==> config.mk <==
export PLATFORM = sky130hd
export DESIGN_NAME = rmq_front
export DESIGN_NICKNAME = d
export VERILOG_FILES = /design/src/assert_macros.svh /design/src/rmq_pkg.sv /design/src/rmq_front.sv
export SDC_FILE = /design/constraint.sdc
export NUM_CORES = 2
export LEC_CHECK = 0
export BUFFER_PORTS_ARGS = -buffer_cell sky130_fd_sc_hd__buf_2
export CAP_MARGIN = 0
export CORE_ASPECT_RATIO = 2
export CORE_MARGIN = 5
export CORE_UTILIZATION = 60
export CTS_CLUSTER_DIAMETER = 40
export DETAILED_ROUTE_END_ITERATION = 6
export GPL_TIMING_DRIVEN = 0
export PLACE_DENSITY = 0.83
export SLEW_MARGIN = 20
export SYNTH_ARGS = -nofsm -noshare
export SYNTH_HDL_FRONTEND = slang
export SYNTH_SLANG_ARGS = --single-unit
==> constraint.sdc <==
create_clock -name clk_i -period 9.6 [get_ports clk_i]
set_input_delay 0.48 -clock clk_i [delete_from_list [all_inputs] [get_ports clk_i]]
set_output_delay 0.48 -clock clk_i [all_outputs]
set_load 0.02 [all_outputs]
==> src/assert_macros.svh <==
// Assertion helpers shared by the RTL. Both sample on clk_i and stay quiet
// while rst_ni is low.
`ifndef ASSERT_MACROS_SVH
`define ASSERT_MACROS_SVH

// Property must hold at every sampled edge.
`define RMQ_ASSERT(lbl, prop, msg) \
  lbl: assert property (@(posedge clk_i) disable iff (!rst_ni) (prop)) else $error(msg);

// Expression must never be true at a sampled edge.
`define RMQ_ASSERT_NEVER(lbl, expr, msg) \
  lbl: assert property (@(posedge clk_i) disable iff (!rst_ni) !(expr)) else $error(msg);

`endif

==> src/rmq_pkg.sv <==
// ----------------------------------------------------------------------------
// rmq_pkg
// Shared types and constants for the rotation matrix to quaternion block.
// ----------------------------------------------------------------------------
`default_nettype none

package rmq_pkg;

  localparam int unsigned DATA_W      = 32;  // matrix and quaternion words
  localparam int unsigned LIMIT_W     = 31;  // near-zero limit register
  localparam int unsigned RAD_W       = 33;  // clamped radicand, unsigned
  localparam int unsigned DIFF_W      = 33;  // sum/difference of two entries
  localparam int unsigned QUEUE_DEPTH = 4;
  localparam int unsigned QPTR_W      = 2;
  localparam int unsigned QCNT_W      = 3;
  localparam logic [LIMIT_W-1:0] LIMIT_RESET = 31'd1074;

  // Quaternion component slots; x, y, z double as the matrix axis index.
  typedef enum logic [1:0] {
    COMP_X = 2'd0,
    COMP_Y = 2'd1,
    COMP_Z = 2'd2,
    COMP_W = 2'd3
  } comp_e;

  // One rotation matrix, rows right, up, at.
  typedef struct packed {
    logic signed [DATA_W-1:0] right_x;
    logic signed [DATA_W-1:0] right_y;
    logic signed [DATA_W-1:0] right_z;
    logic signed [DATA_W-1:0] up_x;
    logic signed [DATA_W-1:0] up_y;
    logic signed [DATA_W-1:0] up_z;
    logic signed [DATA_W-1:0] at_x;
    logic signed [DATA_W-1:0] at_y;
    logic signed [DATA_W-1:0] at_z;
  } mat_t;

  // Classified request handed from front to back.
  typedef struct packed {
    logic [RAD_W-1:0]             rad;        // radicand before scaling
    logic [3:0][DIFF_W-1:0]       diff;       // numerator per slot, signed
    comp_e                        half_sel;   // slot that takes root/2
    logic                         trace_pos;  // trace path taken
  } item_t;

endpackage

`default_nettype wire

==> src/rmq_front.sv <==
// ----------------------------------------------------------------------------
// rmq_front
// Accepts matrices, picks the path and axis, forms radicand and numerators.
// ----------------------------------------------------------------------------
`default_nettype none

module rmq_front #(
  parameter int unsigned FRAC_BITS = 30
) (
  input  logic           clk_i,
  input  logic           rst_ni,
  input  logic           in_valid_i,
  output logic           in_stall_o,
  input  rmq_pkg::mat_t  mat_i,
  input  logic           q_full_i,
  output logic           push_o,
  output rmq_pkg::item_t item_o
);

  localparam logic signed [34:0] ONE = 35'(64'd1 << FRAC_BITS);

  // Stage A: trace and largest-diagonal axis
  logic                 a_valid_q;
  rmq_pkg::mat_t        mat_q;
  logic signed [33:0]   trace_d, trace_q;
  rmq_pkg::comp_e       axis_d, axis_q;
  logic signed [31:0]   diag_sel;

  always_comb begin
    trace_d = 34'(mat_i.right_x) + 34'(mat_i.up_y) + 34'(mat_i.at_z);
    if (mat_i.up_y > mat_i.right_x) begin
      axis_d   = rmq_pkg::COMP_Y;
      diag_sel = mat_i.up_y;
    end else begin
      axis_d   = rmq_pkg::COMP_X;
      diag_sel = mat_i.right_x;
    end
    if (mat_i.at_z > diag_sel) begin
      axis_d = rmq_pkg::COMP_Z;
    end
  end

  assign in_stall_o = a_valid_q && q_full_i;

  always_ff @(posedge clk_i or negedge rst_ni) begin
    if (!rst_ni) begin
      a_valid_q <= 1'b0;
    end else if (!in_stall_o) begin
      a_valid_q <= in_valid_i;
    end
  end

  always_ff @(posedge clk_i) begin
    if (!in_stall_o) begin
      mat_q   <= mat_i;
      trace_q <= trace_d;
      axis_q  <= axis_d;
    end
  end

  // Stage B: route entries by axis i, with j, k following cyclically
  logic signed [31:0] mii, mjj, mkk, mkj, mjk, mji, mij, mki, mik;
  logic signed [34:0] rad_full;
  logic signed [32:0] dw, dj, dk;

  always_comb begin
    mii = mat_q.right_x; mjj = mat_q.up_y;    mkk = mat_q.at_z;
    mkj = mat_q.at_y;    mjk = mat_q.up_z;
    mji = mat_q.up_x;    mij = mat_q.right_y;
    mki = mat_q.at_x;    mik = mat_q.right_z;
    case (axis_q)
      rmq_pkg::COMP_Y: begin
        mii = mat_q.up_y;    mjj = mat_q.at_z;  mkk = mat_q.right_x;
        mkj = mat_q.right_z; mjk = mat_q.at_x;
        mji = mat_q.at_y;    mij = mat_q.up_z;
        mki = mat_q.right_y; mik = mat_q.up_x;
      end
      rmq_pkg::COMP_Z: begin
        mii = mat_q.at_z;    mjj = mat_q.right_x; mkk = mat_q.up_y;
        mkj = mat_q.up_x;    mjk = mat_q.right_y;
        mji = mat_q.right_z; mij = mat_q.at_x;
        mki = mat_q.up_z;    mik = mat_q.at_y;
      end
      default: ;
    endcase

    dw = 33'(mkj) - 33'(mjk);
    dj = 33'(mji) + 33'(mij);
    dk = 33'(mki) + 33'(mik);

    item_o = '0;
    if (trace_q > 34'sd0) begin
      rad_full                     = ONE + 35'(trace_q);
      item_o.trace_pos             = 1'b1;
      item_o.half_sel              = rmq_pkg::COMP_W;
      item_o.diff[rmq_pkg::COMP_X] = 33'(mat_q.at_y) - 33'(mat_q.up_z);
      item_o.diff[rmq_pkg::COMP_Y] = 33'(mat_q.right_z) - 33'(mat_q.at_x);
      item_o.diff[rmq_pkg::COMP_Z] = 33'(mat_q.up_x) - 33'(mat_q.right_y);
    end else begin
      rad_full                     = ONE + 35'(mii) - 35'(mjj) - 35'(mkk);
      item_o.trace_pos             = 1'b0;
      item_o.half_sel              = axis_q;
      item_o.diff[rmq_pkg::COMP_W] = dw;
      case (axis_q)
        rmq_pkg::COMP_Y: begin
          item_o.diff[rmq_pkg::COMP_Z] = dj;
          item_o.diff[rmq_pkg::COMP_X] = dk;
        end
        rmq_pkg::COMP_Z: begin
          item_o.diff[rmq_pkg::COMP_X] = dj;
          item_o.diff[rmq_pkg::COMP_Y] = dk;
        end
        default: begin
          item_o.diff[rmq_pkg::COMP_Y] = dj;
          item_o.diff[rmq_pkg::COMP_Z] = dk;
        end
      endcase
    end
    // negative radicand clamps to zero
    item_o.rad = rad_full[34] ? '0 : rad_full[rmq_pkg::RAD_W-1:0];
  end

  assign push_o = a_valid_q && !q_full_i;

endmodule

`default_nettype wire

==> results of run 1 <==
## through the flow
step                      TNS (ps)  hold WS, ps  cells
after floorplan                  0        184.4   3896
after global placement     -300620        255.0   5107
after detailed placement         0        255.7   5115
after CTS                        0        34.97   5180
## per-layer routing
metal | track usage, % | GRT overflow
met5 | 2.804 | 0
met4 | 66.39 | 18
met1 | 58.80 | 0
met2 | 87.36 | 7
met3 | 33.36 | 0
## cells by family after synthesis
| group | after synthesis | share of synthesized area [%] |
|---|---|---|
| multiplexers | 39 | 1.144 |
| adder cells (fa/ha/maj) | 428 | 17.28 |
| XOR/XNOR | 201 | 5.160 |
| AO/OA/AOI/OAI | 1582 | 30.95 |
| buffers and inverters | 492 | 5.538 |
| AND/OR/NAND/NOR | 829 | 11.33 |
| flip-flops | 325 | 28.59 |
==> results.txt, run 1 <==
The flow did not finish. Progress stopped at global routing (5_1_grt). The tool reported: "[ERROR GRT-0116] Global routing finished with congestion. Check the congestion regions in the DRC Viewer". Sequential cells were found to cover 28.59% of the synthesized design area. Synthesis handed over a netlist of 3896 instances. The number of nets handed over by synthesis was 4616. a21oi_1 is the most common cell in the netlist. By count the netlist is led by 369 x a21oi_1, 368 x o21ai_0, 356 x ha_1. The die height is 347.2 microns, and the post-synthesis average cell area is 8.756 sq um. The wire-length estimate of the detail-placed layout is 142600 microns. The total cell area at the placement stage was 0.03753 sq mm. The congestion estimate from routability-driven global placement came to 1.182.

Yosys attributes the largest share of cell area to edfxtp_1 29%, ha_1 13%, a21oi_1 5.4%. CTS saw 325 sinks. The tools report the worst slack at placement as 1003 ps. The number of rows in the core area is 123, and the maximum number of pins on one net before global-route repair is 63. In this run the post-CTS setup repair buffer count came out at 0. Yosys mapped the design onto 85 distinct sky130hd cell types. The biggest area contributor in the post-synthesis netlist is edfxtp_1. Global routing consumed, over all layers together, 61.39% of the routing resources.

Buffer cell driving the clock tree root: clkbuf_16. After synthesis, the share of flip-flops with an asynchronous set or reset is 0.3077%. The logs give 462 for the number of top-level design ports and 41994 for the via count of the first global-routing pass. The synthesized design contains 324 enable-type register cells. For this run, the number of Yosys warnings is 0. The total grt overflow was 25. No sink is reached through more buffers than the 3 on the longest clock path. In this run the number of H-tree levels came out at 2. The synthesized design contains 325 register bits. Clock tree synthesis inserted a total of 35 buffers.

The synthesized netlist occupies a cell area of 0.03412 sq mm. The number of buffers added to fix hold violations after cts is 1. The first-pass GRT wire length is 279400 microns, and the count of buffers from port buffering is 461. The initial core utilization was 60.57%. The main flop type after synthesis is edfxtp_1.

In this run the biggest area consumer among cell types represents 28.52% of the synthesized area. The floorplan step set the die width to 178.6 microns. Post-CTS repair changed the size of 0 cells.
==> inputs of run 2 (changes only) <==
- CORE_ASPECT_RATIO: 2 -> default
- CORE_UTILIZATION: 60 -> 40
- CTS_CLUSTER_DIAMETER: 40 -> default
- PLACE_DENSITY: 0.83 -> default
- PLACE_DENSITY_LB_ADDON: default -> 0.15
==> run 2 against run 1 <==
The flow now finishes, with violations (DRC). Area after synthesis unchanged. Synthesized cell count did not move.
==> results.txt, run 2 <==
The total nets after synthesis was 4616 (unchanged); the final period demand of the worst path was 8805 ps. The filler-free cell count of the finished design was 5582. Worst setup slack after layout: 794.8 ps.

The kind of cell with the highest combined delay along the critical path is buffers and inverters. The slowest stage of the critical path is the clkbuf_1 cell. The H-tree level count is 2 (unchanged), and the pin slew with the least headroom to its limit is 1228 ps. The count of buffers from port buffering was 461 (unchanged).

The share of synthesized area spent on multiplexers is 1.144% (unchanged). The overall die area was 0.09123 sq mm; the width of the die was 302.0 microns (+69%). The flip-flop count of the largest register, all copies and words added is 288. The total number of yosys warnings is 0 (unchanged), and the total number of vias is 36180. Summed over all cells, the static leakage comes to 17.04 nW. The run gives 40.19% (-20 points) as the initial core utilization. The filler cells instantiated in the layout total 8625.

Register share of total power: 11.8%. The tools report the reg-to-reg endpoint as mat_q[216]. On the final layout, the worst clock skew is 28.38 ps. VDD sags by at most 293.9 uV. For the post-route cell area, the log shows 0.03934 sq mm. In this run the critical register-to-register path is launched from a_valid_q. The worst register-to-register path has a depth of 4. The final reports fail on DRC. The maximum number of pins on one net before global-route repair was 59; the gate count of the mapped netlist was 3896 (unchanged). For the proportion of power drawn by combinational gates, the log shows 78.5%.

The run gives 3 (unchanged) as the maximum clock insertion buffer count. Post-cts gate resize count: 0 (unchanged). The number of rows in the core area is 107 (-13%). The number of enable flip-flop cells after synthesis works out to 324 (unchanged). STA classifies the critical path endpoint as an output pin.

The number of top-level design ports was 462 (unchanged); the final hold violation count was 0. In this run the register-to-register setup slack is 7420 ps. The number of design rule violations left after detail routing is 4, and the portion of the clock cycle consumed by the worst path in the final layout is 91.72%. For the detailed placer's ending HPWL, the log shows 132800 microns (-6.9%). The post-synthesis average cell area is 8.756 sq um (unchanged), and the adder-cell area share of the yosys netlist is 17.28% (unchanged). The signal on the critical path passes through ha_1 > clkbuf_1 > clkbuf_1 > clkbuf_1 > clkbuf_1 > nand2_1 > o21ai_0 > fa_1 > inv_1 > ha_1 > ha_1 > inv_1 > fa_1 > nor2b_1 > o31a_1 > a21o_1 > a211oi_1 > o31a_1 > o211ai_1 > a31oi_2 > buf_2 > o21ai_0 > buf_2.

The area share of xor/xnor cells in the synthesized design works out to 5.160% (unchanged). The clock-pin transition on the worst setup and hold timing paths is 70 ps, and the number of design-rule violations left by the first detailed-router iteration is 4706. Global routing finished with a remaining overflow of 0. The type of element launching the critical path was a register. The run finished, with violations left. The die height came out at 302.0 microns (-13%). The max-cap check violation count was 0; the internal power summed over all cells was 0.006819 W.

The setup path with the least slack is of type reg -> out. The first global-routing pass estimated 231200 microns of wire. Together, buffers and inverters on the worst path number 8. The share of flip-flops with an asynchronous set or reset after synthesis came out at 0.3077% (unchanged). The total placed cells including tap cells was 5507 (+7.7%); the detail-routed via count per cell was 6.482.

The run gives 39 (+11%) as the TritonCTS buffer count. The run gives 0.03801 sq mm (+1.3%) as the total cell area at the placement stage. The power per standard cell area was 410.4 mW/mm^2. The tools report the initial antenna violation count as 9.

Along the worst path, the maximum fanout reaches 10. In this run switching power makes up 57.77% of total power. The most numerous cell in the Yosys netlist was a21oi_1. Dividing the detail-routed wire length by the instance count gives 29.58 microns. The main flop type after synthesis is edfxtp_1. The worst hold path belongs to the class in -> reg.

The register with the most flip-flops in the final layout is mat_q. By area, the combinational part of the netlist is dominated by compound AO/OA/AOI/OAI gates. The tools report the timing endpoint of the critical path as item_o[137].

After synthesis, the cell types taking the most area are edfxtp_1 29%, ha_1 13%, a21oi_1 5.4%. Setup violations remaining at the end of the flow were counted as 0. In this run the remaining antenna-violating nets after routing total 0. The tools report the clock sink count as 325 (unchanged).

Area added between synthesis and finish: 15.33%. At the worst endpoint, the required time is 9120 ps. Setup repair after global routing left no endpoint under its margin. The via count of the first global-routing pass was 34535. The synthesized area came out at 0.03412 sq mm (unchanged). Data on the critical path arrives at its endpoint at 8330 ps. In this run the tightest slew margin relative to its limit is 18.11%. The biggest area contributor in the post-synthesis netlist is edfxtp_1. The final layout contains routed wiring with a total length of 165100 microns. The final max-slew violation count is 0. The worst slack at placement came out at 1685 ps (+682.5 ps). The most numerous cell on the critical path is clkbuf_1. Largest stage delay on the critical path: 810 ps. TritonCTS built the clock tree. The clock network power share was 9.7%; the share of the core filled with cells in the final layout was 46.35%. The launching instance or port of the critical path was axis_q[1].

Derived from the worst setup path, the maximum achievable clock frequency is 0.1136 GHz. Count of state elements after synthesis: 325 (unchanged). For this run, the total global-route usage over all layers was measured as 34.31%. At the end of the flow, the number of nets in the layout was 5125. For the distinct cell type count after synthesis, the log shows 85 (unchanged). Placeable core region: 0.08488 sq mm. The clock latency on the worst-skew pair is 610 ps, and the number of iterations in the first detailed-routing pass is 7.

CTS placed an instance of clkbuf_16 at the clock tree root. Sequential share of the synthesized area: 28.59% (unchanged). The top cell types in the final layout, fill and taps aside, are 466 x buf_2, 369 x a21oi_1, 367 x o21ai_0.

The share of cells above drive strength 1 is 12.67%, and the routability congestion estimate from global placement is 1.044 (-12%). The area fraction in compound gates after synthesis is 30.95% (unchanged), and the post-route worst hold slack is 42.82 ps. The tools report the net switching power figure as 0.009327 W. In the final layout, the registers with the most flip-flops are mat_q (288), trace_q (34), axis_q (2).

The fraction of the mapped netlist area in simple logic gates is 11.33% (unchanged). Sorting the synthesized cells by how often they occur yields 369 x a21oi_1, 368 x o21ai_0, 356 x ha_1. The critical path crosses 23 cells after its start point. The fraction of post-synthesis cell area in the top cell type by area came out at 28.52% (unchanged). The most common library cell in the layout ignoring fill and taps was buf_2.
==> run 2: cell counts after synthesis <==
No cell type changed its count.
==> run 2: per-stage QoR <==
| stage | setup TNS, ps | power [W] |
|---|---|---|
| floorplan | 0 | 0.01004 |
| global placement | -718810 | 0.01418 |
| detailed placement | 0 | 0.01415 |
| CTS | 0 | 0.01580 |
| global route | 0 | 0.01703 |
| finish | 0 | 0.01615 |
==> run 2: final cells by class <==
type | instances | area (sq um) | area share [%]
buffer | 230 | 909.6 | 2.312
inverter | 262 | 983.4 | 2.500
sequential | 325 | 9754 | 24.79
timing repair buffer | 468 | 2467 | 6.271
clock inverter | 18 | 262.8 | 0.6678
multi-input combinational | 3079 | 22480 | 57.13
tap | 1144 | 1431 | 3.638
antenna | 4 | 10.01 | 0.02544
clock buffer | 52 | 1046 | 2.659
==> run 2: repair_timing <==
item	4_1_cts	5_1_grt
setup endpoints to repair	0	0
buffers inserted	0	0
hold buffers	1	0
hold endpoints to repair	1	0
==> run 2: worst min path at each step <==
stage	depth (start not counted)	to	from
final	1	mat_q[188]	mat_i[188]
after global routing	1	mat_q[252]	mat_i[252]
after CTS	1	mat_q[188]	mat_i[188]
after detailed placement	1	a_valid_q	rst_ni
after global placement	1	a_valid_q	rst_ni
after floorplan	0	a_valid_q	rst_ni
==> run 2: power by group through the flow <==
stage / logic [W] / clock network (W) / registers (W)
6_report: 0.0127 / 0.00157 / 0.00191
3_3_place_gp: 0.0122 / 0 / 0.00197
5_1_grt: 0.0135 / 0.00164 / 0.00191
2_1_floorplan: 0.00815 / 0 / 0.00188
3_5_place_dp: 0.0122 / 0 / 0.00193
4_1_cts: 0.0123 / 0.00159 / 0.00190
==> run 2: layer usage <==
layer,routed length [microns],vias up,share of wire (%),GRT usage (%)
met5,80,-,0.048,0
met4,10920,12,6.6,18.93
met3,19020,529,12,7.967
met2,72810,2401,44,54.01
met1,62290,17352,38,43.71
li1,-,15886,-,-
==> run 2: kinds of logic after synthesis <==
family / after synthesis
buf+inv: 492
mux: 39
fa+ha+maj: 428
simple gates: 829
compound gates: 1582
xor+xnor: 201
flops: 325
(Power assumes the default switching activity.)
