--- src/assert_macros.svh ---
// Assertion helpers shared by the RTL. Both sample on clk_i and stay quiet
// while rst_ni is low.
`ifndef ASSERT_MACROS_SVH
`define ASSERT_MACROS_SVH

// Property must hold at every sampled edge.
`define RMQ_ASSERT(lbl, prop, msg) \
  lbl: assert property (@(posedge clk_i) disable iff (!rst_ni) (prop)) else $error(msg);

// Expression must never be true at a sampled edge.
`define RMQ_ASSERT_NEVER(lbl, expr, msg) \
  lbl: assert property (@(posedge clk_i) disable iff (!rst_ni) !(expr)) else $error(msg);

`endif

--- src/rmq_pkg.sv ---
// ----------------------------------------------------------------------------
// rmq_pkg
// Shared types and constants for the rotation matrix to quaternion block.
// ----------------------------------------------------------------------------
`default_nettype none

package rmq_pkg;

  localparam int unsigned DATA_W      = 32;  // matrix and quaternion words
  localparam int unsigned LIMIT_W     = 31;  // near-zero limit register
  localparam int unsigned RAD_W       = 33;  // clamped radicand, unsigned
  localparam int unsigned DIFF_W      = 33;  // sum/difference of two entries
  localparam int unsigned QUEUE_DEPTH = 4;
  localparam int unsigned QPTR_W      = 2;
  localparam int unsigned QCNT_W      = 3;
  localparam logic [LIMIT_W-1:0] LIMIT_RESET = 31'd1074;

  // Quaternion component slots; x, y, z double as the matrix axis index.
  typedef enum logic [1:0] {
    COMP_X = 2'd0,
    COMP_Y = 2'd1,
    COMP_Z = 2'd2,
    COMP_W = 2'd3
  } comp_e;

  // One rotation matrix, rows right, up, at.
  typedef struct packed {
    logic signed [DATA_W-1:0] right_x;
    logic signed [DATA_W-1:0] right_y;
    logic signed [DATA_W-1:0] right_z;
    logic signed [DATA_W-1:0] up_x;
    logic signed [DATA_W-1:0] up_y;
    logic signed [DATA_W-1:0] up_z;
    logic signed [DATA_W-1:0] at_x;
    logic signed [DATA_W-1:0] at_y;
    logic signed [DATA_W-1:0] at_z;
  } mat_t;

  // Classified request handed from front to back.
  typedef struct packed {
    logic [RAD_W-1:0]             rad;        // radicand before scaling
    logic [3:0][DIFF_W-1:0]       diff;       // numerator per slot, signed
    comp_e                        half_sel;   // slot that takes root/2
    logic                         trace_pos;  // trace path taken
  } item_t;

endpackage

`default_nettype wire

--- src/rmq_queue.sv ---
// ----------------------------------------------------------------------------
// rmq_queue
// Small request queue between the classifier and the arithmetic pipeline.
// ----------------------------------------------------------------------------
`default_nettype none

`include "assert_macros.svh"

module rmq_queue (
  input  logic           clk_i,
  input  logic           rst_ni,
  input  logic           push_i,
  input  rmq_pkg::item_t item_i,
  output logic           full_o,
  input  logic           pop_i,
  output logic           empty_o,
  output rmq_pkg::item_t item_o
);

  rmq_pkg::item_t                 mem_q [rmq_pkg::QUEUE_DEPTH];
  logic [rmq_pkg::QPTR_W-1:0]     wr_ptr_q, rd_ptr_q;
  logic [rmq_pkg::QCNT_W-1:0]     count_q;

  assign full_o  = (count_q == rmq_pkg::QCNT_W'(rmq_pkg::QUEUE_DEPTH));
  assign empty_o = (count_q == '0);
  assign item_o  = mem_q[rd_ptr_q];

  // Storage
  always_ff @(posedge clk_i) begin
    if (push_i) begin
      mem_q[wr_ptr_q] <= item_i;
    end
  end

  // Pointers and fill level
  always_ff @(posedge clk_i or negedge rst_ni) begin
    if (!rst_ni) begin
      wr_ptr_q <= '0;
      rd_ptr_q <= '0;
      count_q  <= '0;
    end else begin
      if (push_i) wr_ptr_q <= wr_ptr_q + 1'b1;
      if (pop_i)  rd_ptr_q <= rd_ptr_q + 1'b1;
      if (push_i && !pop_i) begin
        count_q <= count_q + 1'b1;
      end else if (pop_i && !push_i) begin
        count_q <= count_q - 1'b1;
      end
    end
  end

  `RMQ_ASSERT_NEVER(a_push_when_full, push_i && full_o, "queue push while full")
  `RMQ_ASSERT_NEVER(a_pop_when_empty, pop_i && empty_o, "queue pop while empty")

endmodule

`default_nettype wire

--- config.mk ---
export PLATFORM = sky130hd
export DESIGN_NAME = rmq_queue
export DESIGN_NICKNAME = d
export VERILOG_FILES = /design/src/rmq_pkg.sv /design/src/rmq_queue.sv
export VERILOG_INCLUDE_DIRS = /design/src /design/src/src
export SDC_FILE = /design/constraint.sdc
export NUM_CORES = 1
export LEC_CHECK = 0
export ABC_CLOCK_PERIOD_IN_PS = 9560
export BUFFER_PORTS_ARGS = -buffer_cell sky130_fd_sc_hd__buf_2
export CAP_MARGIN = 20
export CORE_ASPECT_RATIO = 2
export CORE_MARGIN = 2
export CORE_UTILIZATION = 64
export CTS_BUF_LIST = sky130_fd_sc_hd__clkbuf_8
export DETAILED_ROUTE_END_ITERATION = 7
export PLACE_DENSITY = 0.95
export SYNTH_ARGS = -nofsm -noshare
export SYNTH_HDL_FRONTEND = slang
export SYNTH_SLANG_ARGS = --single-unit
export TNS_END_PERCENT = 50
--- constraint.sdc ---
create_clock -name clk_i -period 9.56 [get_ports clk_i]
set_input_delay 0.478 -clock clk_i [delete_from_list [all_inputs] [get_ports clk_i]]
set_output_delay 0.478 -clock clk_i [all_outputs]
set_load 0.05 [all_outputs]
==> impl_results.rst, run 1 <==
.. list-table::
   :header-rows: 1

   * - Metric
     - Value
   * - Status
     - finished, final reports clean
   * - Post-route minimum period
     - 4480 ps
   * - Number of buffers created by CTS
     - 86
   * - Post-Syn Instances
     - slightly above 900
   * - Initial antenna violation count
     - 24
   * - Initial Util
     - 0.649
   * - Max transition margin
     - 0.257
   * - Highest-count cells in the layout ignoring fill and taps
     - sky130_fd_sc_hd__edfxtp_1, sky130_fd_sc_hd__buf_2, sky130_fd_sc_hd__mux4_2
   * - Count of different cell masters after synthesis
     - 19
   * - Yosys warnings
     - 0
   * - Total half-perimeter wirelength after legalization and detailed placement
     - 31,300 um
   * - Crit path required time
     - 9080 ps
   * - Library cell contributing the largest single delay on the critical path
     - sky130_fd_sc_hd__dfrtp_4
   * - FP Rows
     - 101
   * - Internal cell power
     - 6.00 mW
   * - Share of post-route cells with drive strength above 1
     - 0.458
   * - GRT Residual Overflow
     - 0
   * - X dimension of the die
     - between 100 and 150 um
   * - Final period util
     - 0.469
   * - CP Class
     - register to output pin
   * - Clock net sink count
     - 679
   * - Most frequent standard cell in the layout excluding fill and tap cells
     - sky130_fd_sc_hd__edfxtp_1
   * - Met1 global-route usage
     - 0.288
   * - Detail-routed via count per cell
     - 6.05
   * - Path category of the worst min-delay check
     - input pin to register
   * - IO buf count
     - 341
   * - Root cell of the clock tree
     - sky130_fd_sc_hd__clkbuf_8
   * - Part of the total power dissipated in the clock network
     - 0.197
   * - Maximum buffer depth of the clock tree
     - 3
   * - Sequential share of power
     - 0.412
   * - Logic gate share of total power
     - 0.391
   * - Timing-limited maximum frequency
     - around 0.22 GHz
   * - Worst-skew pair later-pin latency
     - roughly 650 ps
   * - Std-Cell Core Area
     - 37,900 sq um
   * - Reported net switching power
     - 4.03 mW
   * - FF+latch count, synth
     - 679
   * - Num ports
     - between 300 and 400
   * - Final Net Count
     - 1,505
   * - Worst Tran Pin Value
     - 1110 ps
   * - Via count of the first global-routing pass
     - 12,400
   * - Number of resized instances in the post-cts repair step
     - 0
   * - DRC viols
     - 0
   * - Setup repair after global routing missed its margin
     - false
   * - Worst supply voltage drop on vdd
     - 322 uV
   * - Cell Pwr Density
     - 351 nW/um^2
   * - TritonCTS clock tree
     - yes
   * - Fraction of the yosys area taken by sequential cells
     - 0.827
   * - WP data arrival
     - 4010 ps
   * - Number of vias after detailed routing
     - between 10,000 and 15,000
   * - Hold buffer count at CTS
     - 11
   * - Die Span Y
     - 281 um
   * - Htree depth
     - 3
   * - Utilization of the core after routing
     - 0.753
   * - Static power due to leakage
     - 9.81 nW
   * - Startpoint type of the worst setup path
     - register
   * - GR peak layer
     - met2
   * - P&R area growth vs syn
     - 15.9%
   * - First-pass GRT wire length
     - 72,800 um
   * - Pin count of the biggest net entering global routing
     - 76
   * - Finish-stage setup viols
     - 0
   * - Met2 routing resource usage after global routing
     - 0.428
   * - DRT iter0 DRCs
     - 759
   * - Count of buffers added by post-CTS timing repair for setup
     - 0
   * - Cell type with the highest occurrence count on the critical path
     - sky130_fd_sc_hd__buf_4
   * - GPL Wtd Cong
     - 0.803
   * - TritonRoute pass-1 iters
     - 5
   * - Total standard cell area after synthesis
     - 24,600 sq um
   * - Final sum of negative setup slack
     - 0 ps
   * - Met3 Use GR
     - 0.0540
   * - WL final
     - 49,900 um
   * - Cell breakdown of the critical path
     - buf_4, buf_4, mux4_2, buf_2
   * - CTS clock-pin slew for the worst setup and hold paths
     - approximately 70 ps
   * - Largest stage delay on the critical path
     - ~1000 ps
   * - Maximum net fanout on the critical path
     - slightly below 50
   * - Final hold violations
     - 0
   * - Critical path capture point type
     - output pin
   * - Number of violations of the max-capacitance limit
     - 0
   * - Residual antenna-violating net count after detailed routing
     - 0
   * - Nets in the synthesized netlist
     - about 1,100
   * - Share of total power consumed by net switching
     - 0.402
   * - Overall routing resource usage
     - 0.251
   * - Average detailed-routed wire length per instance
     - ~27 um
   * - Total Die Area
     - 40,100 sq um
   * - Mean area per synthesized cell
     - 27.0 sq um
   * - Worst setup skew after layout
     - 34.5 ps
   * - Slew Viols, Final
     - 0
synthesized netlist by cell type (all sizes together):
| master | n | area share |
|---|---|---|
| inv | 4 | 0.00061 |
| xor2 | 4 | 0.0014 |
| ha | 5 | 0.0025 |
| mux2 | 1 | 0.00046 |
| buf | 33 | 0.0099 |
| mux4 | 168 | 0.15 |
| clkbuf | 5 | 0.00076 |
| fa | 1 | 0.00081 |
| edfxtp | 672 | 0.82 |
| nor2 | 1 | 0.00015 |
| nor3b | 1 | 0.00031 |
| and2 | 4 | 0.0010 |
| nand2 | 2 | 0.00031 |
| o21ai | 1 | 0.00020 |
| xnor2 | 2 | 0.00071 |
| dfrtp | 7 | 0.0071 |
| nor3 | 1 | 0.00020 |
critical path, delay by kind of cell, from the launching register on:
| family | cells | cell delay, ps |
|---|---|---|
| DFF | 1 | 1020 |
| buffers and inverters | 3 | 1690 |
| muxes | 1 | 650 |
registers in the layout, indices dropped and copies added (netlist names):
name / flops
mem_q: 672
count_q: 3
wr_ptr_q: 2
rd_ptr_q: 2
cell type report:
cell class	instances	area, sq um
well taps	463	579
clock inverters	69	418
multi-input cells	191	3990
repair buffers	365	1910
diodes	18	45.0
clock buffers	88	1210
fillers	1999	9370
inverters	4	15.0
flip-flops and latches	679	20400
metrics by stage:
stage                     setup slack, ps  hold WS, ps  cell area (sq um)  total power, mW  std cells
after floorplan                      4560          182              24600             7.31        912
after global placement               5580          321              26800             8.02       1691
after detailed placement             5550          329              26800             8.14       1691
after CTS                            4850        0.552              28500             10.1       1859
after global routing                 4680         19.8              28500             10.4       1877
final                                5080         48.6              28500             10.0       1877
layer usage:
metal,vias to the layer above,part of all wire
met4,14,0.061
li1,4818,-
met3,145,0.060
met1,5882,0.33
met5,-,0.0021
met2,492,0.55
path summary, 6_finish.rpt:
check | start | cells past startpoint | slack, ps | endpoint
min | item_i[41] | 1 | 50 | mem_q[2][41]
min reg2reg | count_q[2] | 1 | 520 | count_q[2]
min in group asynchronous | rst_ni | 2 | 230 | count_q[0]
max reg2reg | wr_ptr_q[0] | 5 | 6080 | mem_q[2][116]
max in group asynchronous | rst_ni | 2 | 9130 | rd_ptr_q[1]
max | rd_ptr_q[0] | 4 | 5080 | item_o[156]
power by group through the flow:
stage	Clock, mW	Sequential [mW]	Combinational [mW]
global route	2.13	4.18	4.07
global placement	0	4.14	3.88
finish	1.97	4.13	3.92
detailed placement	0	4.20	3.94
CTS	2.01	4.14	3.96
floorplan	0	4.12	3.19
cells by family (layout without fill, tap and decap cells):
| kind of cell | count (synthesis) | after routing | synth area share |
|---|---|---|---|
| other | 0 | 18 | 0 |
| adders and majority gates | 6 | 6 | 0.00335 |
| muxes | 169 | 169 | 0.154 |
| xor gates and xnor gates | 6 | 6 | 0.00213 |
| buffers and inverters | 42 | 526 | 0.0112 |
| AOI/OAI and AO/OA | 1 | 1 | 0.000203 |
| and+or+nand+nor | 9 | 9 | 0.00198 |
| DFF | 679 | 679 | 0.827 |
Note: power is estimated with default switching activity, not from simulation.
==> inputs of run 2 (changes only) <==
Settings changed: ABC_CLOCK_PERIOD_IN_PS 9560 to 3600, CORE_UTILIZATION 64 to 53, PLACE_DENSITY 0.95 to 0.86.
Clock period 9.56 ns to 3.6 ns, I/O delays scaled along.
==> impl_results.rst, run 2 (synthesis gave the netlist of run 1 again) <==
.. list-table::
   :header-rows: 1

   * - Metric
     - Value
   * - Status
     - finished, final reports clean
   * - Residual antenna-violating net count after detailed routing
     - 0 (unchanged)
   * - Placed cell area
     - 27,400 sq um (+2.3%)
   * - Pin count of the biggest net entering global routing
     - 46 (-39%)
   * - Average detailed-routed wire length per instance
     - 25.8 um (-2.9%)
   * - Total half-perimeter wirelength after legalization and detailed placement
     - 33,600 um (+7.3%)
   * - IO buf count
     - 341 (unchanged)
   * - Clock net sink count
     - 679 (unchanged)
   * - Multi-input logic area
     - 3990 sq um (unchanged)
   * - Maximum buffer depth of the clock tree
     - 3 (unchanged)
   * - DRT iter0 DRCs
     - 812 (+7.0%)
   * - Root cell of the clock tree
     - sky130_fd_sc_hd__clkbuf_8
   * - Registers with the highest flip-flop counts
     - mem_q x672, count_q x3
   * - Number of cells in the finished layout apart from fillers
     - 2,164 (+15%)
   * - Placed cell count
     - 1,823 (+7.8%)
   * - Largest register FFs
     - 672 (unchanged)
   * - Path category of the worst min-delay check
     - input pin to register
   * - Post-place setup slack
     - 1230 ps (-4320 ps)
   * - Highest-count cells in the layout ignoring fill and taps
     - sky130_fd_sc_hd__edfxtp_1, sky130_fd_sc_hd__buf_2, sky130_fd_sc_hd__dlygate4sd3_1
   * - Worst setup skew after layout
     - 48.9 ps (+14.5 ps)
   * - Number of violations of the max-capacitance limit
     - 0 (unchanged)
   * - Finish-stage setup viols
     - 0 (unchanged)
   * - Die Span Y
     - 309 um (+9.7%)
   * - Detail-routed via count per cell
     - 5.65 (-6.7%)
   * - Top reg by flops
     - mem_q
   * - X dimension of the die
     - 156 um (+9.6%)
   * - Initial Util
     - 0.537 (-0.112)
   * - Share of post-route cells with drive strength above 1
     - 0.427 (-0.0319)
   * - Overall routing resource usage
     - 0.235 (-0.0160)
   * - Final hold slack
     - 255 ps (+207 ps)
   * - Library cell contributing the largest single delay on the critical path
     - sky130_fd_sc_hd__dfrtp_4
   * - Setup repair after global routing missed its margin
     - false
   * - Final hold violations
     - 0 (unchanged)
   * - Most frequent standard cell in the layout excluding fill and tap cells
     - sky130_fd_sc_hd__edfxtp_1
   * - Fin area
     - 30,800 sq um (+8.0%)
   * - Static power due to leakage
     - 10.7 nW (+9.6%)
   * - Cell Pwr Density
     - 897 nW/um^2 (+160%)
   * - Count of buffers added by post-CTS timing repair for setup
     - 0 (unchanged)
   * - Maximum net fanout on the critical path
     - 26 (-47%)
   * - Critical path capture point type
     - output pin
   * - Startpoint type of the worst setup path
     - register
   * - Worst Tran Pin Value
     - 862 ps (-252 ps)
   * - Num ports
     - 342 (unchanged)
   * - Via count of the first global-routing pass
     - 13,700 (+10%)
   * - Max transition margin
     - 0.425 (+0.168)
   * - Final Net Count
     - 1,698 (+13%)
   * - Post-route minimum period
     - 3070 ps
   * - CTS clock-pin slew for the worst setup and hold paths
     - 70 ps (about the same)
   * - First-pass GRT wire length
     - 82,500 um (+13%)
   * - Timing-limited maximum frequency
     - approximately 0.33 GHz
   * - Cell breakdown of the critical path
     - buf_4, mux4_2, buf_2
   * - WL final
     - 55,800 um (+12%)
   * - Filler instances
     - 2,735 (+37%)
   * - Final period util
     - 0.852
   * - Total Die Area
     - 48,300 sq um (+20%)
   * - Largest stage delay on the critical path
     - 780 ps (-240 ps)
   * - GRT Residual Overflow
     - 0 (unchanged)
   * - WP data arrival
     - 2890 ps (-1120 ps)
   * - Htree depth
     - 3 (unchanged)
   * - Number of resized instances in the post-cts repair step
     - 0 (unchanged)
   * - P&R area growth vs syn
     - 25.2%
   * - Number of buffers created by CTS
     - 88 (+2.3%)
   * - TritonRoute pass-1 iters
     - 7 (+2)
   * - Slew Viols, Final
     - 0 (unchanged)
   * - Worst supply voltage drop on vdd
     - 752 uV (+130%)
   * - CP Class
     - register to output pin
   * - GPL Wtd Cong
     - 0.755 (-6.0%)
   * - Worst setup margin
     - 533 ps (-4540 ps)
   * - DRC viols
     - 0 (unchanged)
   * - FP Rows
     - 111 (+9.9%)
   * - CP bufs+invs
     - 2 (-1)
   * - TritonCTS clock tree
     - yes
   * - Initial antenna violation count
     - 5 (-79%)
   * - Storage cell area
     - 20,400 sq um (unchanged)
   * - Hold buffer count at CTS
     - 172 (+161)
   * - Crit path required time
     - 3420 ps (-5660 ps)
   * - Top Family by Delay on Critical Path
     - flip-flops
   * - Worst-skew pair later-pin latency
     - 680 ps (+30 ps)
   * - Std-Cell Core Area
     - 45,800 sq um (+21%)
   * - Number of vias after detailed routing
     - 12,200 (+7.6%)
## run 2: path summary, 6_finish.rpt
kind | from | end | slack, ps | depth (start not counted)
hold / removal | item_i[8] | mem_q[2][8] | 260 | 2
setup reg to reg | wr_ptr_q[1] | mem_q[1][122] | 1470 | 4
max in group asynchronous | rst_ni | rd_ptr_q[1] | 2790 | 3
min in group asynchronous | rst_ni | wr_ptr_q[1] | 510 | 3
hold reg to reg | count_q[2] | count_q[2] | 500 | 1
setup / recovery | rd_ptr_q[0] | item_o[155] | 530 | 3
## run 2: per-layer routing
| metal | wire (um) | part of all wire | vias up | global-route usage |
|---|---|---|---|---|
| met4 | 2550 | 0.046 | 0 | 0.124 |
| met1 | 18500 | 0.33 | 6288 | 0.250 |
| met5 | 0 | 0 | - | 0 |
| li1 | - | - | 5208 | - |
| met3 | 3680 | 0.066 | 122 | 0.0527 |
| met2 | 31100 | 0.56 | 598 | 0.430 |
## run 2: final cells by class
class / count / area share
Clock buffer: 90 / 0.0402
Antenna cell: 7 / 0.000568
Tap cell: 565 / 0.0229
Multi-Input combinational cell: 191 / 0.130
Clock inverter: 72 / 0.0156
Timing Repair Buffer: 556 / 0.130
Inverter: 4 / 0.000487
Sequential cell: 679 / 0.661
## run 2: worst register-to-register path, cell delays in order (launching register included)
cell and delay (ps):
sky130_fd_sc_hd__dfrtp_1 410, sky130_fd_sc_hd__inv_1 120, sky130_fd_sc_hd__ha_1 170, sky130_fd_sc_hd__and2_4 650, sky130_fd_sc_hd__buf_4 440
## run 2: per-stage QoR
stage / power, mW / setup TNS (ps) / utilization
floorplan: 19.3 / -452280 / -
finish: 27.6 / 0 / 0.672
global route: 28.6 / 0 / 0.672
detailed placement: 22.1 / 0 / 0.597
global placement: 21.8 / 0 / 0.597
CTS: 27.7 / 0 / 0.672
## run 2: report_power, final
group | switching (mW) | internal, mW | total, mW
registers | 0.585 | 10.3 | 10.9
logic | 7.77 | 3.42 | 11.2
clock network | 2.82 | 2.73 | 5.55
total | 11.2 | 16.5 | 27.6
==> inputs of run 3 (changes only) <==
Settings changed: ABC_AREA set to 1, ABC_CLOCK_PERIOD_IN_PS 3600 to 3100, CORE_UTILIZATION 53 to 60, PLACE_DENSITY 0.86 to 0.91.
Clock period 3.6 ns to 3.1 ns, I/O delays scaled along.
==> impl_results.rst, run 3 <==
.. list-table::
   :header-rows: 1

   * - Metric
     - Value
   * - Status
     - finished, final reports clean
   * - WL final
     - 69,000 um (+24%)
   * - Startpoint type of the worst setup path
     - register
   * - Largest stage delay on the critical path
     - 680 ps (-100 ps)
   * - Top post-synthesis cells by count
     - sky130_fd_sc_hd__edfxtp_1, sky130_fd_sc_hd__nand2_1, sky130_fd_sc_hd__inv_1
   * - R2R Path Start
     - wr_ptr_q[0]
   * - Cell accounting for the most synthesized area
     - sky130_fd_sc_hd__edfxtp_1
   * - Num ports
     - 342 (unchanged)
   * - Dominant cells by area after synthesis
     - sky130_fd_sc_hd__edfxtp_1, sky130_fd_sc_hd__o211ai_1, sky130_fd_sc_hd__nand2_1, sky130_fd_sc_hd__inv_1, sky130_fd_sc_hd__buf_6
   * - Placed cell area
     - 29,300 sq um (+7.2%)
   * - Library cell contributing the largest single delay on the critical path
     - sky130_fd_sc_hd__dfrtp_4
   * - WP data arrival
     - 2920 ps (+30 ps)
   * - Maximum net fanout on the critical path
     - 143 (+450%)
   * - Crit path required time
     - 2940 ps (-480 ps)
   * - Worst hold start
     - item_i[143]
   * - Pin count of the biggest net entering global routing
     - 144 (+210%)
   * - Slew Viols, Final
     - 0 (unchanged)
   * - Total half-perimeter wirelength after legalization and detailed placement
     - 37,800 um (+13%)
   * - Mean area per synthesized cell
     - 13.6 sq um (-49%)
   * - Top Family by Delay on Critical Path
     - flip-flops
   * - DRC viols
     - 0 (unchanged)
   * - Cell depth of the worst flop-to-flop path
     - 4 (unchanged)
   * - X dimension of the die
     - 155 um (-0.85%)
   * - Setup repair after global routing missed its margin
     - false
   * - Average detailed-routed wire length per instance
     - 21.8 um (-16%)
   * - GRT Residual Overflow
     - 0 (unchanged)
   * - Maximum buffer depth of the clock tree
     - 3 (unchanged)
   * - Most frequently used cell type in the post-synthesis netlist
     - sky130_fd_sc_hd__edfxtp_1
   * - CTS clock-pin slew for the worst setup and hold paths
     - 70 ps (about the same)
   * - Worst setup skew after layout
     - 35.8 ps (-13.1 ps)
   * - Clock net sink count
     - 679 (unchanged)
   * - Htree depth
     - 3 (unchanged)
   * - Top reg by flops
     - mem_q
   * - Registers with the highest flip-flop counts
     - mem_q x672, count_q x3
   * - Yosys warnings
     - 0 (unchanged)
   * - Post-Syn Instances
     - 2,008 (+120%)
   * - Post-route minimum period
     - 3070 ps
   * - Fraction of the yosys area taken by sequential cells
     - 0.743 (-0.0836)
   * - Share of post-route cells with drive strength above 1
     - 0.205 (-0.221)
   * - Number of violations of the max-capacitance limit
     - 0 (unchanged)
   * - Final Net Count
     - 2,712 (+60%)
   * - Cell breakdown of the critical path
     - buf_16, o211ai_1, nand2_1, buf_2
   * - Worst Tran Pin Value
     - 1060 ps (+201 ps)
   * - Final hold violations
     - 0 (unchanged)
   * - Total standard cell area after synthesis
     - 27,400 sq um (+11%)
   * - Max transition margin
     - 0.292 (-0.134)
   * - CP bufs+invs
     - 2 (unchanged)
   * - Final period util
     - 0.992
   * - TritonRoute pass-1 iters
     - 6 (-1)
   * - Std-Cell Core Area
     - 45,000 sq um (-1.8%)
   * - Number of buffers created by CTS
     - 87 (-1.1%)
   * - Placed cell count
     - 2,833 (+55%)
   * - Setup slack, reg-to-reg
     - 1130 ps (-340 ps)
   * - Most frequent standard cell in the layout excluding fill and tap cells
     - sky130_fd_sc_hd__edfxtp_1
   * - Largest register FFs
     - 672 (unchanged)
   * - Critical path capture point type
     - output pin
   * - Detail-routed via count per cell
     - 5.70 (+1.0%)
   * - IO buf count
     - 341 (unchanged)
   * - Post-synth EDFFs
     - 672 (unchanged)
   * - Share of synthesized registers carrying an async set or reset
     - 0.0103 (unchanged)
   * - Top FF cell, synth
     - sky130_fd_sc_hd__edfxtp_1
   * - Die Span Y
     - 306 um (-0.86%)
   * - Timing-limited maximum frequency
     - 0.325 GHz
   * - Cell Pwr Density
     - 1090 nW/um^2 (+21%)
   * - First-pass GRT wire length
     - 103,000 um (+25%)
   * - Residual antenna-violating net count after detailed routing
     - 0 (unchanged)
   * - Finish-stage setup viols
     - 0 (unchanged)
   * - FF-to-FF End
     - mem_q[1][15]
   * - Count of different cell masters after synthesis
     - 20 (+1)
   * - Initial antenna violation count
     - 14 (+9)
   * - Hold Path Depth
     - 2 (unchanged)
   * - CP Class
     - register to output pin
   * - Endpoint, Worst Hold
     - mem_q[0][143]
   * - Via count of the first global-routing pass
     - 18,700 (+36%)
   * - Worst setup margin
     - 25.6 ps (-507 ps)
   * - Total Die Area
     - 47,500 sq um (-1.7%)
   * - Top-area cell type share of the netlist area
     - 0.737 (-0.0829)
   * - GPL Wtd Cong
     - 0.840 (+11%)
   * - Highest-count cells in the layout ignoring fill and taps
     - sky130_fd_sc_hd__edfxtp_1, sky130_fd_sc_hd__nand2_1, sky130_fd_sc_hd__inv_1
   * - DRT iter0 DRCs
     - 1,929 (+140%)
   * - Filler instances
     - 2,516 (-8.0%)
   * - Count of buffers added by post-CTS timing repair for setup
     - 0 (unchanged)
   * - Fin area
     - 32,900 sq um (+6.6%)
   * - Nets in the synthesized netlist
     - 2,186 (+100%)
   * - P&R area growth vs syn
     - 20.0%
   * - Path category of the worst min-delay check
     - input pin to register
   * - Number of cells in the finished layout apart from fillers
     - 3,173 (+47%)
   * - Post-place setup slack
     - 918 ps (-307 ps)
   * - TritonCTS clock tree
     - yes
   * - Initial Util
     - 0.608 (+0.0714)
   * - Static power due to leakage
     - 13.2 nW (+23%)
   * - Worst supply voltage drop on vdd
     - 876 uV (+16%)
   * - FP Rows
     - 110 (-0.90%)
   * - Root cell of the clock tree
     - sky130_fd_sc_hd__clkbuf_8
   * - Worst-skew pair later-pin latency
     - 680 ps (about the same)
   * - Final hold slack
     - 244 ps (-11.6 ps)
   * - Number of vias after detailed routing
     - 18,100 (+48%)
   * - Overall routing resource usage
     - 0.289 (+0.0542)
   * - FF+latch count, synth
     - 679 (unchanged)
run 3: cell count changes in the layout (fill, tap and decap cells not counted), sizes merged, moves of 6 or more:
cell,delta
inv,+332
mux4,-168
nand2,+515
buf,-6
o211ai,+336
run 3: worst max-delay path by stage:
stage           startpoint  slack (ps)  cells past startpoint           to
6_report       rd_ptr_q[1]          30                      4  item_o[136]
5_1_grt        rd_ptr_q[1]          10                      4  item_o[136]
4_1_cts        rd_ptr_q[1]         170                      5  item_o[103]
3_5_place_dp   rd_ptr_q[1]         920                      5  item_o[103]
3_3_place_gp   rd_ptr_q[1]         920                      5  item_o[103]
2_1_floorplan  wr_ptr_q[0]        -470                      4  mem_q[0][0]
run 3: cells by family after synthesis:
kind of cell,Yosys count,synth area share
compound gates,337,0.0941
xor+xnor,4,0.00128
fa+ha+maj,6,0.00302
buf+inv,461,0.0866
flops,679,0.743
simple gates,521,0.0716
run 3: layout make-up:
type | instances | area (sq um) | share of cell area
Sequential cell | 679 | 20400 | 0.620
Multi-Input combinational cell | 868 | 4680 | 0.142
Timing Repair Buffer | 550 | 3990 | 0.121
Inverter | 348 | 1330 | 0.0404
Clock buffer | 89 | 1220 | 0.0373
Tap cell | 560 | 701 | 0.0213
Clock inverter | 71 | 548 | 0.0167
Antenna cell | 8 | 20.0 | 0.000609
run 3: through the flow:
step,utilization,power [mW],TNS (ps)
after floorplan,-,25.2,-310270
after global placement,0.652,28.1,0
after detailed placement,0.652,28.6,0
after CTS,0.729,35.4,0
after global routing,0.730,37.1,0
final,0.730,35.7,0
run 3: worst reg2reg max path, stage by stage, from the launching register on:
cell	delay [ps]
sky130_fd_sc_hd__dfrtp_1	440
sky130_fd_sc_hd__ha_2	210
sky130_fd_sc_hd__nand2_2	80
sky130_fd_sc_hd__clkinvlp_4	510
sky130_fd_sc_hd__buf_12	440
run 3: metal layers:
metal / share of wire / track usage / up-vias
li1: - / - / 8069
met1: 0.32 / 0.309 / 8545
met2: 0.52 / 0.504 / 1168
met3: 0.087 / 0.0739 / 304
met4: 0.068 / 0.187 / 12
met5: 0.0011 / 0 / -
run 3: power breakdown:
| part | internal [mW] | leakage (nW) | total, mW | switching, mW |
|---|---|---|---|---|
| registers | 12.0 | 6.25 | 12.7 | 0.670 |
| clock network | 3.40 | 0.965 | 6.73 | 3.33 |
| logic | 3.68 | 6.03 | 16.3 | 12.6 |
run 3: what timing repair did:
| item | CTS | global route |
|---|---|---|
| gates resized for setup | 0 | 2 |
| hold buffers | 172 | 0 |
| endpoints found under the hold margin | 685 | 0 |
| setup endpoints to repair | 0 | 1 |
